==> config.mk <==
export PLATFORM = sky130hd
export DESIGN_NAME = metropolis_replica_exchange_step
export DESIGN_NICKNAME = d
export VERILOG_FILES = /design/src/hdl/mres_pkg.sv /design/src/hdl/mres_mul.sv /design/src/hdl/metropolis_replica_exchange_step.sv
export SDC_FILE = /design/constraint.sdc
export NUM_CORES = 2
export LEC_CHECK = 0
export CELL_PAD_IN_SITES_DETAIL_PLACEMENT = 1
export CELL_PAD_IN_SITES_GLOBAL_PLACEMENT = 2
export CORE_MARGIN = 1.5
export CORE_UTILIZATION = 43
export DETAILED_ROUTE_END_ITERATION = 10
export DONT_BUFFER_PORTS = 1
export GPL_ROUTABILITY_DRIVEN = 0
export PLACE_DENSITY = 0.86
export SYNTH_ARGS = -nofsm -noshare
export SYNTH_HDL_FRONTEND = slang
export SYNTH_HIERARCHICAL = 1
export SYNTH_SLANG_ARGS = --single-unit
export TNS_END_PERCENT = 10
==> constraint.sdc <==
create_clock -name clock -period 22.2 [get_ports clock]
set_clock_uncertainty 0.05 [all_clocks]
set_input_delay 4.44 -clock clock [delete_from_list [all_inputs] [get_ports clock]]
set_output_delay 4.44 -clock clock [all_outputs]
set_load 0.02 [all_outputs]
==> src/hdl/mres_pkg.sv <==
package mres_pkg;

   localparam int SAMPLE_W    = 24;
   localparam int ENERGY_W    = 38;
   localparam int GAIN_W      = 6;
   localparam int UNIF_W      = 16;
   localparam int COUNT_W     = 32;
   localparam int CSR_INDEX_W = 2;
   localparam int CSR_DATA_W  = 24;
   localparam int DELTA_W     = 41;

   // shared multiplier operand widths
   localparam int MUL_A_W = 38;
   localparam int MUL_B_W = 32;
   localparam int MUL_P_W = MUL_A_W + MUL_B_W;

   // exp arithmetic in Q1.30
   localparam int Q_SHIFT = 30;
   localparam int Q_W     = Q_SHIFT + 1;
   localparam logic [Q_W-1:0] Q_ONE = Q_W'(1) << Q_SHIFT;

   localparam logic [ENERGY_W-1:0] ENERGY_MAX = '1;

   localparam logic [CSR_INDEX_W-1:0] CSR_WELL_GAIN    = 2'd0;
   localparam logic [CSR_INDEX_W-1:0] CSR_PARTNER_GAIN = 2'd1;
   localparam logic [CSR_INDEX_W-1:0] CSR_START_SAMPLE = 2'd2;

   localparam logic FUNC_WALK = 1'b0;
   localparam logic FUNC_SWAP = 1'b1;

   localparam logic [GAIN_W-1:0]          WELL_GAIN_RESET    = 6'd1;
   localparam logic [GAIN_W-1:0]          PARTNER_GAIN_RESET = 6'd21;
   localparam logic signed [SAMPLE_W-1:0] START_SAMPLE_RESET = -24'sd1048576;

   typedef enum logic [3:0] {
      S_IDLE, S_PREP, S_E_SQ, S_E_D2, S_E_GAIN, S_X_START, S_X_MUL,
      S_X_DIV, S_X_FIX, S_X_CLAMP, S_X_SQR, S_X_CMP, S_FINISH
   } state_type;

   typedef enum logic [2:0] {
      J_RECALC, J_PRIME, J_WALK, J_SW0, J_SW1, J_SW2, J_SW3
   } job_type;

   typedef struct packed {
      logic                       func;
      logic signed [SAMPLE_W-1:0] step_noise;
      logic [UNIF_W-1:0]          uniform_draw;
      logic signed [SAMPLE_W-1:0] partner_sample;
   } req_type;

   typedef struct packed {
      logic signed [SAMPLE_W-1:0] sample_out;
      logic [ENERGY_W-1:0]        energy_out;
      logic                       move_accepted;
      logic signed [SAMPLE_W-1:0] returned_sample;
      logic [COUNT_W-1:0]         walk_accepts;
      logic [COUNT_W-1:0]         swap_accepts;
   } rsp_type;

endpackage

==> src/hdl/mres_mul.sv <==
module mres_mul
   import mres_pkg::*;
(
   input  logic [MUL_A_W-1:0] a,
   input  logic [MUL_B_W-1:0] b,
   output logic [MUL_P_W-1:0] p
);

   assign p = MUL_P_W'(a) * MUL_P_W'(b);

endmodule

==> src/hdl/metropolis_replica_exchange_step.sv <==
// Channel  Direction  Handshake              Word
// req      in         req_valid/req_ready    req_data  (func, noise, draw, partner)
// rsp      out        rsp_valid/rsp_ready    rsp_data  (sample, energy, flags, counts)
// csr      in         csr_wr_en              csr_index, csr_wdata
//
// One word at a time through a sequencer around one shared multiplier.
// A walk computes one energy, runs the series, then returns to idle before the
// next word; an exchange computes three more energies; the first word after
// reset also primes the held energy. A non-negative exponent, or a negative
// one of magnitude 16 or more, skips the series. Each series term takes three
// multiplier passes (product, reciprocal, remainder).
// Reset clears control and counts and loads the default configuration; a
// result waits in the output register, and only a finished word stalls on rsp_ready.
module metropolis_replica_exchange_step
   import mres_pkg::*;
#(
   parameter int FRAC_BITS = 20,
   parameter int EXP_TERMS = 6
)
(
   input  logic                   clock,
   input  logic                   reset,
   input  logic                   req_valid,
   output logic                   req_ready,
   input  req_type                req_data,
   output logic                   rsp_valid,
   input  logic                   rsp_ready,
   output rsp_type                rsp_data,
   input  logic                   csr_wr_en,
   input  logic [CSR_INDEX_W-1:0] csr_index,
   input  logic [CSR_DATA_W-1:0]  csr_wdata
);

   localparam int KW = $clog2(EXP_TERMS);
   localparam logic [KW-1:0] K_LAST = KW'(EXP_TERMS - 1);
   localparam logic signed [48:0] ONE_E = 49'sd1 <<< FRAC_BITS;
   localparam logic [DELTA_W-1:0] A_LIMIT = DELTA_W'(16) << FRAC_BITS;
   localparam int RECIP_SHIFT = 32;

   state_type state_ff, state_in;
   job_type   job_ff, job_in;
   logic primed_ff, primed_in, recalc_ff, recalc_in;
   logic [GAIN_W-1:0] well_ff, well_in, partner_ff, partner_in, eg_ff, eg_in;
   logic signed [SAMPLE_W-1:0] start_ff, start_in, pos_ff, pos_in;
   logic signed [SAMPLE_W-1:0] prop_ff, prop_in, ex_ff, ex_in;
   logic [ENERGY_W-1:0] energy_ff, energy_in, enew_ff, enew_in, d2_ff, d2_in;
   logic [COUNT_W-1:0] walk_ff, walk_in, swap_ff, swap_in;
   req_type item_ff, item_in;
   logic [31:0] ad_ff, ad_in;
   logic esat_ff, esat_in, ok_ff, ok_in;
   logic signed [DELTA_W-1:0] delta_ff, delta_in;
   logic [Q_SHIFT-1:0] t_ff, t_in;
   logic [Q_W-1:0] term_ff, term_in, num_ff, num_in, p_ff, p_in;
   logic signed [Q_W+1:0] sum_ff, sum_in;
   logic [KW-1:0] k_ff, k_in;
   logic [1:0] sq_cnt_ff, sq_cnt_in;
   logic rsp_valid_ff, rsp_valid_in;
   rsp_type rsp_ff, rsp_in;

   logic [MUL_A_W-1:0] mul_a;
   logic [MUL_B_W-1:0] mul_b;
   logic [MUL_P_W-1:0] mul_p;

   mres_mul u_mul (.a(mul_a), .b(mul_b), .p(mul_p));

   // floor(2^32 / k) for the series divisors, a small constant table
   function automatic logic [RECIP_SHIFT:0] recip(input logic [KW-1:0] k);
      logic [RECIP_SHIFT:0] r;
      r = '0;
      for (int i = 1; i < EXP_TERMS; i++) begin
         if (k == KW'(i)) begin
            r = (RECIP_SHIFT+1)'((64'd1 << RECIP_SHIFT) / 64'(i));
         end
      end
      return r;
   endfunction

   logic [SAMPLE_W-1:0] ax;
   logic [47:0] sq48;
   logic signed [48:0] dd;
   logic [48:0] ad49;
   logic [63:0] d2_64;
   logic [ENERGY_W-1:0] e_val;
   logic signed [SAMPLE_W:0] prop_sum;
   logic [DELTA_W-1:0] a_mag;
   logic [71:0] t_wide;
   logic [Q_W-1:0] q_rem;
   logic [Q_W-1:0] quo;

   assign ax       = ex_ff[SAMPLE_W-1] ? SAMPLE_W'(-ex_ff) : SAMPLE_W'(ex_ff);
   assign sq48     = 48'(mul_p >> FRAC_BITS);
   assign dd       = $signed({1'b0, sq48}) - ONE_E;
   assign ad49     = dd[48] ? 49'(-dd) : 49'(dd);
   assign d2_64    = 64'(mul_p >> FRAC_BITS);
   assign prop_sum = (SAMPLE_W+1)'(pos_ff) + (SAMPLE_W+1)'(item_ff.step_noise);
   assign a_mag    = DELTA_W'(-delta_ff);
   assign t_wide   = (72'(a_mag) << Q_SHIFT) >> (FRAC_BITS + 4);
   // the reciprocal estimate is at most one short; the remainder tells
   assign q_rem    = num_ff - mul_p[Q_W-1:0];
   assign quo      = (q_rem >= Q_W'(k_ff)) ? term_ff + Q_W'(1) : term_ff;

   // zero gain gives zero; any overflow along the way saturates
   always_comb begin
      if (eg_ff == '0) begin
         e_val = '0;
      end else if (esat_ff || (|mul_p[MUL_P_W-1:ENERGY_W])) begin
         e_val = ENERGY_MAX;
      end else begin
         e_val = mul_p[ENERGY_W-1:0];
      end
   end

   always_comb begin
      mul_a = '0;
      mul_b = '0;
      case (state_ff)
         S_E_SQ: begin
            mul_a = MUL_A_W'(ax);
            mul_b = MUL_B_W'(ax);
         end
         S_E_D2: begin
            mul_a = MUL_A_W'(ad_ff);
            mul_b = ad_ff;
         end
         S_E_GAIN: begin
            mul_a = d2_ff;
            mul_b = MUL_B_W'(eg_ff);
         end
         S_X_MUL: begin
            mul_a = MUL_A_W'(term_ff);
            mul_b = MUL_B_W'(t_ff);
         end
         S_X_DIV: begin
            mul_a = MUL_A_W'(recip(k_ff));
            mul_b = MUL_B_W'(num_ff);
         end
         S_X_FIX: begin
            mul_a = MUL_A_W'(term_ff);
            mul_b = MUL_B_W'(k_ff);
         end
         S_X_SQR: begin
            mul_a = MUL_A_W'(p_ff);
            mul_b = MUL_B_W'(p_ff);
         end
         default: begin
            mul_a = '0;
         end
      endcase
   end

   always_comb begin
      state_in     = state_ff;
      job_in       = job_ff;
      primed_in    = primed_ff;
      recalc_in    = recalc_ff;
      well_in      = well_ff;
      partner_in   = partner_ff;
      start_in     = start_ff;
      pos_in       = pos_ff;
      prop_in      = prop_ff;
      ex_in        = ex_ff;
      eg_in        = eg_ff;
      energy_in    = energy_ff;
      enew_in      = enew_ff;
      d2_in        = d2_ff;
      walk_in      = walk_ff;
      swap_in      = swap_ff;
      item_in      = item_ff;
      ad_in        = ad_ff;
      esat_in      = esat_ff;
      ok_in        = ok_ff;
      delta_in     = delta_ff;
      t_in         = t_ff;
      term_in      = term_ff;
      num_in       = num_ff;
      p_in         = p_ff;
      sum_in       = sum_ff;
      k_in         = k_ff;
      sq_cnt_in    = sq_cnt_ff;
      rsp_in       = rsp_ff;
      rsp_valid_in = rsp_valid_ff & ~rsp_ready;
      req_ready    = (state_ff == S_IDLE) && !recalc_ff && !csr_wr_en;

      case (state_ff)
         S_IDLE: begin
            if (recalc_ff) begin
               // refresh the held energy after a gain change
               ex_in    = pos_ff;
               eg_in    = well_ff;
               job_in   = J_RECALC;
               state_in = S_E_SQ;
            end else if (req_valid && req_ready) begin
               item_in  = req_data;
               state_in = S_PREP;
               if (!primed_ff) begin
                  pos_in = start_ff;
               end
            end
         end
         S_PREP: begin
            eg_in    = well_ff;
            state_in = S_E_SQ;
            if (!primed_ff) begin
               ex_in  = pos_ff;
               job_in = J_PRIME;
            end else if (item_ff.func == FUNC_WALK) begin
               // saturate the proposal to the sample range
               if (prop_sum[SAMPLE_W] != prop_sum[SAMPLE_W-1]) begin
                  prop_in = prop_sum[SAMPLE_W] ? {1'b1, {(SAMPLE_W-1){1'b0}}}
                                               : {1'b0, {(SAMPLE_W-1){1'b1}}};
               end else begin
                  prop_in = prop_sum[SAMPLE_W-1:0];
               end
               ex_in  = prop_in;
               job_in = J_WALK;
            end else begin
               ex_in  = pos_ff;
               job_in = J_SW0;
            end
         end
         S_E_SQ: begin
            ad_in    = ad49[31:0];
            esat_in  = |ad49[48:32];
            state_in = S_E_D2;
         end
         S_E_D2: begin
            d2_in    = d2_64[ENERGY_W-1:0];
            esat_in  = esat_ff | (|d2_64[63:ENERGY_W]);
            state_in = S_E_GAIN;
         end
         S_E_GAIN: begin
            state_in = S_E_SQ;
            case (job_ff)
               J_RECALC: begin
                  energy_in = e_val;
                  recalc_in = 1'b0;
                  state_in  = S_IDLE;
               end
               J_PRIME: begin
                  energy_in = e_val;
                  primed_in = 1'b1;
                  state_in  = S_PREP;
               end
               J_WALK: begin
                  enew_in  = e_val;
                  delta_in = $signed(DELTA_W'(energy_ff)) - $signed(DELTA_W'(e_val));
                  state_in = S_X_START;
               end
               J_SW0: begin
                  delta_in = $signed(DELTA_W'(e_val));
                  ex_in    = item_ff.partner_sample;
                  eg_in    = partner_ff;
                  job_in   = J_SW1;
               end
               J_SW1: begin
                  delta_in = delta_ff + $signed(DELTA_W'(e_val));
                  ex_in    = item_ff.partner_sample;
                  eg_in    = well_ff;
                  job_in   = J_SW2;
               end
               J_SW2: begin
                  delta_in = delta_ff - $signed(DELTA_W'(e_val));
                  enew_in  = e_val;
                  ex_in    = pos_ff;
                  eg_in    = partner_ff;
                  job_in   = J_SW3;
               end
               J_SW3: begin
                  delta_in = delta_ff - $signed(DELTA_W'(e_val));
                  state_in = S_X_START;
               end
               default: begin
                  state_in = S_IDLE;
               end
            endcase
         end
         S_X_START: begin
            if (!delta_ff[DELTA_W-1]) begin
               ok_in    = 1'b1;
               state_in = S_FINISH;
            end else if (a_mag >= A_LIMIT) begin
               ok_in    = 1'b0;
               state_in = S_FINISH;
            end else begin
               t_in     = t_wide[Q_SHIFT-1:0];
               term_in  = Q_ONE;
               sum_in   = $signed((Q_W+2)'(Q_ONE));
               k_in     = KW'(1);
               state_in = S_X_MUL;
            end
         end
         S_X_MUL: begin
            num_in   = Q_W'(mul_p >> Q_SHIFT);
            state_in = S_X_DIV;
         end
         S_X_DIV: begin
            // quotient estimate by reciprocal multiply
            term_in  = Q_W'(mul_p >> RECIP_SHIFT);
            state_in = S_X_FIX;
         end
         S_X_FIX: begin
            term_in  = quo;
            sum_in   = k_ff[0] ? sum_ff - $signed({2'b00, quo})
                               : sum_ff + $signed({2'b00, quo});
            k_in     = k_ff + KW'(1);
            state_in = (k_ff == K_LAST) ? S_X_CLAMP : S_X_MUL;
         end
         S_X_CLAMP: begin
            if (sum_ff[Q_W+1]) begin
               p_in = '0;
            end else if (sum_ff > $signed((Q_W+2)'(Q_ONE))) begin
               p_in = Q_ONE;
            end else begin
               p_in = sum_ff[Q_W-1:0];
            end
            sq_cnt_in = '0;
            state_in  = S_X_SQR;
         end
         S_X_SQR: begin
            p_in      = Q_W'(mul_p >> Q_SHIFT);
            sq_cnt_in = sq_cnt_ff + 2'd1;
            if (sq_cnt_ff == 2'd3) begin
               state_in = S_X_CMP;
            end
         end
         S_X_CMP: begin
            ok_in    = p_ff > Q_W'({item_ff.uniform_draw, 14'b0});
            state_in = S_FINISH;
         end
         S_FINISH: begin
            // hold until the output register is free
            if (!rsp_valid_ff || rsp_ready) begin
               rsp_in.returned_sample = '0;
               if (item_ff.func == FUNC_WALK) begin
                  if (ok_ff) begin
                     pos_in    = prop_ff;
                     energy_in = enew_ff;
                     walk_in   = walk_ff + COUNT_W'(1);
                  end
               end else begin
                  rsp_in.returned_sample = ok_ff ? pos_ff : item_ff.partner_sample;
                  if (ok_ff) begin
                     pos_in    = item_ff.partner_sample;
                     energy_in = enew_ff;
                     swap_in   = swap_ff + COUNT_W'(1);
                  end
               end
               rsp_in.sample_out    = pos_in;
               rsp_in.energy_out    = energy_in;
               rsp_in.move_accepted = ok_ff;
               rsp_in.walk_accepts  = walk_in;
               rsp_in.swap_accepts  = swap_in;
               rsp_valid_in         = 1'b1;
               state_in             = S_IDLE;
            end
         end
         default: begin
            state_in = S_IDLE;
         end
      endcase

      // configuration writes; unknown indexes drop
      if (csr_wr_en) begin
         case (csr_index)
            CSR_WELL_GAIN: begin
               well_in = csr_wdata[GAIN_W-1:0];
               if (primed_ff) begin
                  recalc_in = 1'b1;
               end
            end
            CSR_PARTNER_GAIN: begin
               partner_in = csr_wdata[GAIN_W-1:0];
            end
            CSR_START_SAMPLE: begin
               start_in = $signed(csr_wdata[SAMPLE_W-1:0]);
            end
            default: begin
               start_in = start_ff;
            end
         endcase
      end
   end

   always_ff @(posedge clock) begin
      if (reset) begin
         state_ff     <= S_IDLE;
         job_ff       <= J_RECALC;
         primed_ff    <= 1'b0;
         recalc_ff    <= 1'b0;
         well_ff      <= WELL_GAIN_RESET;
         partner_ff   <= PARTNER_GAIN_RESET;
         start_ff     <= START_SAMPLE_RESET;
         walk_ff      <= '0;
         swap_ff      <= '0;
         rsp_valid_ff <= 1'b0;
      end else begin
         state_ff     <= state_in;
         job_ff       <= job_in;
         primed_ff    <= primed_in;
         recalc_ff    <= recalc_in;
         well_ff      <= well_in;
         partner_ff   <= partner_in;
         start_ff     <= start_in;
         walk_ff      <= walk_in;
         swap_ff      <= swap_in;
         rsp_valid_ff <= rsp_valid_in;
      end
   end

   always_ff @(posedge clock) begin
      pos_ff     <= pos_in;
      prop_ff    <= prop_in;
      ex_ff      <= ex_in;
      eg_ff      <= eg_in;
      energy_ff  <= energy_in;
      enew_ff    <= enew_in;
      d2_ff      <= d2_in;
      item_ff    <= item_in;
      ad_ff      <= ad_in;
      esat_ff    <= esat_in;
      ok_ff      <= ok_in;
      delta_ff   <= delta_in;
      t_ff       <= t_in;
      term_ff    <= term_in;
      num_ff     <= num_in;
      p_ff       <= p_in;
      sum_ff     <= sum_in;
      k_ff       <= k_in;
      sq_cnt_ff  <= sq_cnt_in;
      rsp_ff     <= rsp_in;
   end

   assign rsp_valid = rsp_valid_ff;
   assign rsp_data  = rsp_ff;

`ifndef SYNTHESIS
   // an accepted word always starts the sequencer
   a_accept_busy: assert property (@(posedge clock) disable iff (reset)
      (req_valid && req_ready) |=> (state_ff == S_PREP))
      else $error("accepted word did not start the sequencer");

   // counters move only when a result is issued
   a_count_hold: assert property (@(posedge clock) disable iff (reset)
      (state_ff != S_FINISH) |=> ($stable(walk_ff) && $stable(swap_ff)))
      else $error("acceptance count changed outside result issue");

   // squaring runs on a clamped probability
   a_prob_range: assert property (@(posedge clock) disable iff (reset)
      (state_ff == S_X_SQR) |-> (p_ff <= Q_ONE))
      else $error("probability above one during squaring");
`endif

endmodule

==> results.toml <==
[global_route]
grt_max_degree = 129
antenna_found_initial = 19
grt_pass1_vias = 71787
grt_first_pass_wirelength_mm = 445.3
grt_remaining_overflow = 0
grtUsageTotal_pct = 29.53

[clocking]
cts_tree = "built"
root_buffer = "clkbuf_16"
cts_resized = 0
post_cts_buffers = 0
cts_hold_buf = 0
cts.sinks = 748
clkTransAtPathRegs_ps = 60
insertion_delay_ps = 700
cts_buffer_depth = 3
numCtsBuffers = 78
htreeDepth = 3

[floorplanning]
core_area_sq_mm = 0.1928
die_w_um = 444
dieArea_sq_mm = 0.1971
rows = 161
start_util_pct = 43.38
pin_count = 249
fp.dieH_um = 444

[critical_path]
r2r_setup_slack_ps = 2070
worst_ep_required_time_ps = 22600
critPathKind = "reg -> reg"
max_stage_delay_ps = 1080
crit_path_top_delay_cell = "a221o_1"
worstSetupStartpointType = "register"
arrival_ps = 20530
cp_common_cell = "fa_1"
cp_max_fo = 56
crit_path_end_kind = "register"

[logic_synthesis]
yosysMostFrequentCell = "inv_1"
synth_top_cell_by_area = "fa_1"
synth_area_leaders = "fa_1, edfxtp_1, ha_1"
synthCells = 8904
postSynthAreaPerCell_sq_um = 9.392
yosysSeqAreaShare_pct = 25.54
synth_seq_cells = 748
yosys-top-cells-count = "inv_1, nand2_1, fa_1"
synth_edf_count = 638
synth_warnings = 6
synthFlopType = "edfxtp_1"
synthArstFlopShare_pct = 0
yosysTopAreaCellShare_pct = 25.88
syn_area_sq_mm = 0.08363
ys_types = 102
syn_nets = 10550

[finish]
nets = 10316
layout-drive-gt1-share_pct = 5.416
final_util_pct = 46.18
area_growth_pct = 6.451
post-route-cell-area_sq_mm = 0.08902

[routing]
routed_wl_mm = 289.8
drt_iter0_markers = 4423
viasPerCell = 5.794
vias = 65284
wire_per_inst_um = 25.72
drt_pass1_iterations = 6
postRouteAntennaNets = 0
drcViolationCount = 0

[pwr]
peakVddDrop_mv = 0.1656
p_total_w = 0.01286
power_density_mw_per_mm2 = 144.4
p_leak_nw = 38.54

[timing]
hold_slack_ps = 399.5
rsz0062_at_grt = "no"
finalCriticalPeriod_ps = 20130
fmax_ghz = 0.04967
setup_viol = 0
hold_viol = 0
max_slew.worst_pin.slew_ps = 1355
min_period_over_period_pct = 90.70
setup_tns_ps = 0
finalMaxSlewViolations = 0
slew_headroom_pct = 8.733

[outcome]
status = "finished, final reports clean"

[place]
dp.final_hpwl_mm = 219.0
placed_cell_area_sq_mm = 0.08645
io_buffer_count = 0

[run]
drv_cap = 0

[hold_path]
hold_class = "reg -> reg"
[cell usage in the layout (no fill, tap or decap), drive strengths merged, types with 98 or more instances in the layout]
master  count
a21o      101
dfxtp     110
and2      527
a21oi     369
edfxtp    638
buf       171
xnor2     244
o21ai     377
nor2      457
nor3      105
fa       1081
clkbuf     98
ha        469
nand2    1189
inv      1292
xor2      224
[power by group]
| part | internal [W] | switching [W] |
|---|---|---|
| Sequential | 0.00199 | 0.0000922 |
| Clock | 0.000754 | 0.000613 |
| Combinational | 0.00311 | 0.00629 |
| Total | 0.00586 | 0.00700 |
[worst max-delay path: cells and delay by family, from the launching register on]
family,cells,cell delay [ps]
compound gates,17,5140
xor+xnor,2,1000
fa+ha+maj,12,5530
buf+inv,10,2210
flops,1,780
mux,2,610
simple gates,19,4490
[registers in the layout, indices dropped and copies added, names as in the netlist, 32 cells and up]
name and count:
ad_ff 32, energy_ff 38, d2_ff 38, item_ff 65, delta_ff 41, rsp_data 151, swap_ff 32, enew_ff 38
sum_ff 33, walk_ff 32
[through the flow]
stage	std cells	worst slack (ps)
3_5_place_dp	11116	2315
6_report	11267	2066
2_1_floorplan	8904	5014
3_3_place_gp	11116	2553
4_1_cts	11260	2222
5_1_grt	11261	711.5
[cell families (layout without fill, tap and decap cells)]
family	after synthesis	count (layout)	share of synthesized area (%)
buffers and inverters	1774	1604	7.985
multiplexers	139	139	1.771
adder cells (fa/ha/maj)	1550	1550	32.89
flip-flops	748	748	25.54
other	0	7	0
AND/OR/NAND/NOR	2861	2861	16.44
AO/OA/AOI/OAI	1364	1364	10.45
XOR/XNOR	468	468	4.924
[metal layers]
| metal | share of wire (%) | global-route usage, % | up-vias | wire length, um |
|---|---|---|---|---|
| met4 | 5.2 | 13.55 | 18 | 14990 |
| met5 | 0.047 | 0 | - | 137 |
| met1 | 40 | 36.85 | 33920 | 115800 |
| met3 | 6.5 | 4.922 | 622 | 18760 |
| met2 | 48 | 50.02 | 2160 | 140100 |
| li1 | - | - | 28564 | - |
[final timing paths]
kind,from,end,cells past startpoint
max,state_ff[1],sum_ff[32],62
max reg2reg,state_ff[1],sum_ff[32],62
min reg2reg,start_ff[10],start_ff[10],2
min,start_ff[10],start_ff[10],2
[cell type report]
cell class              instances  area (sq um)
clock inverters                46         513.0
fillers                     21899        103800
repair buffers                171          1296
flip-flops and latches        748         21360
inverters                    1289          4846
multi-input cells            6382         55790
well taps                    2526          3161
diodes                          7         17.52
clock buffers                  98          2037
Power figures use the tool's default switching activity.
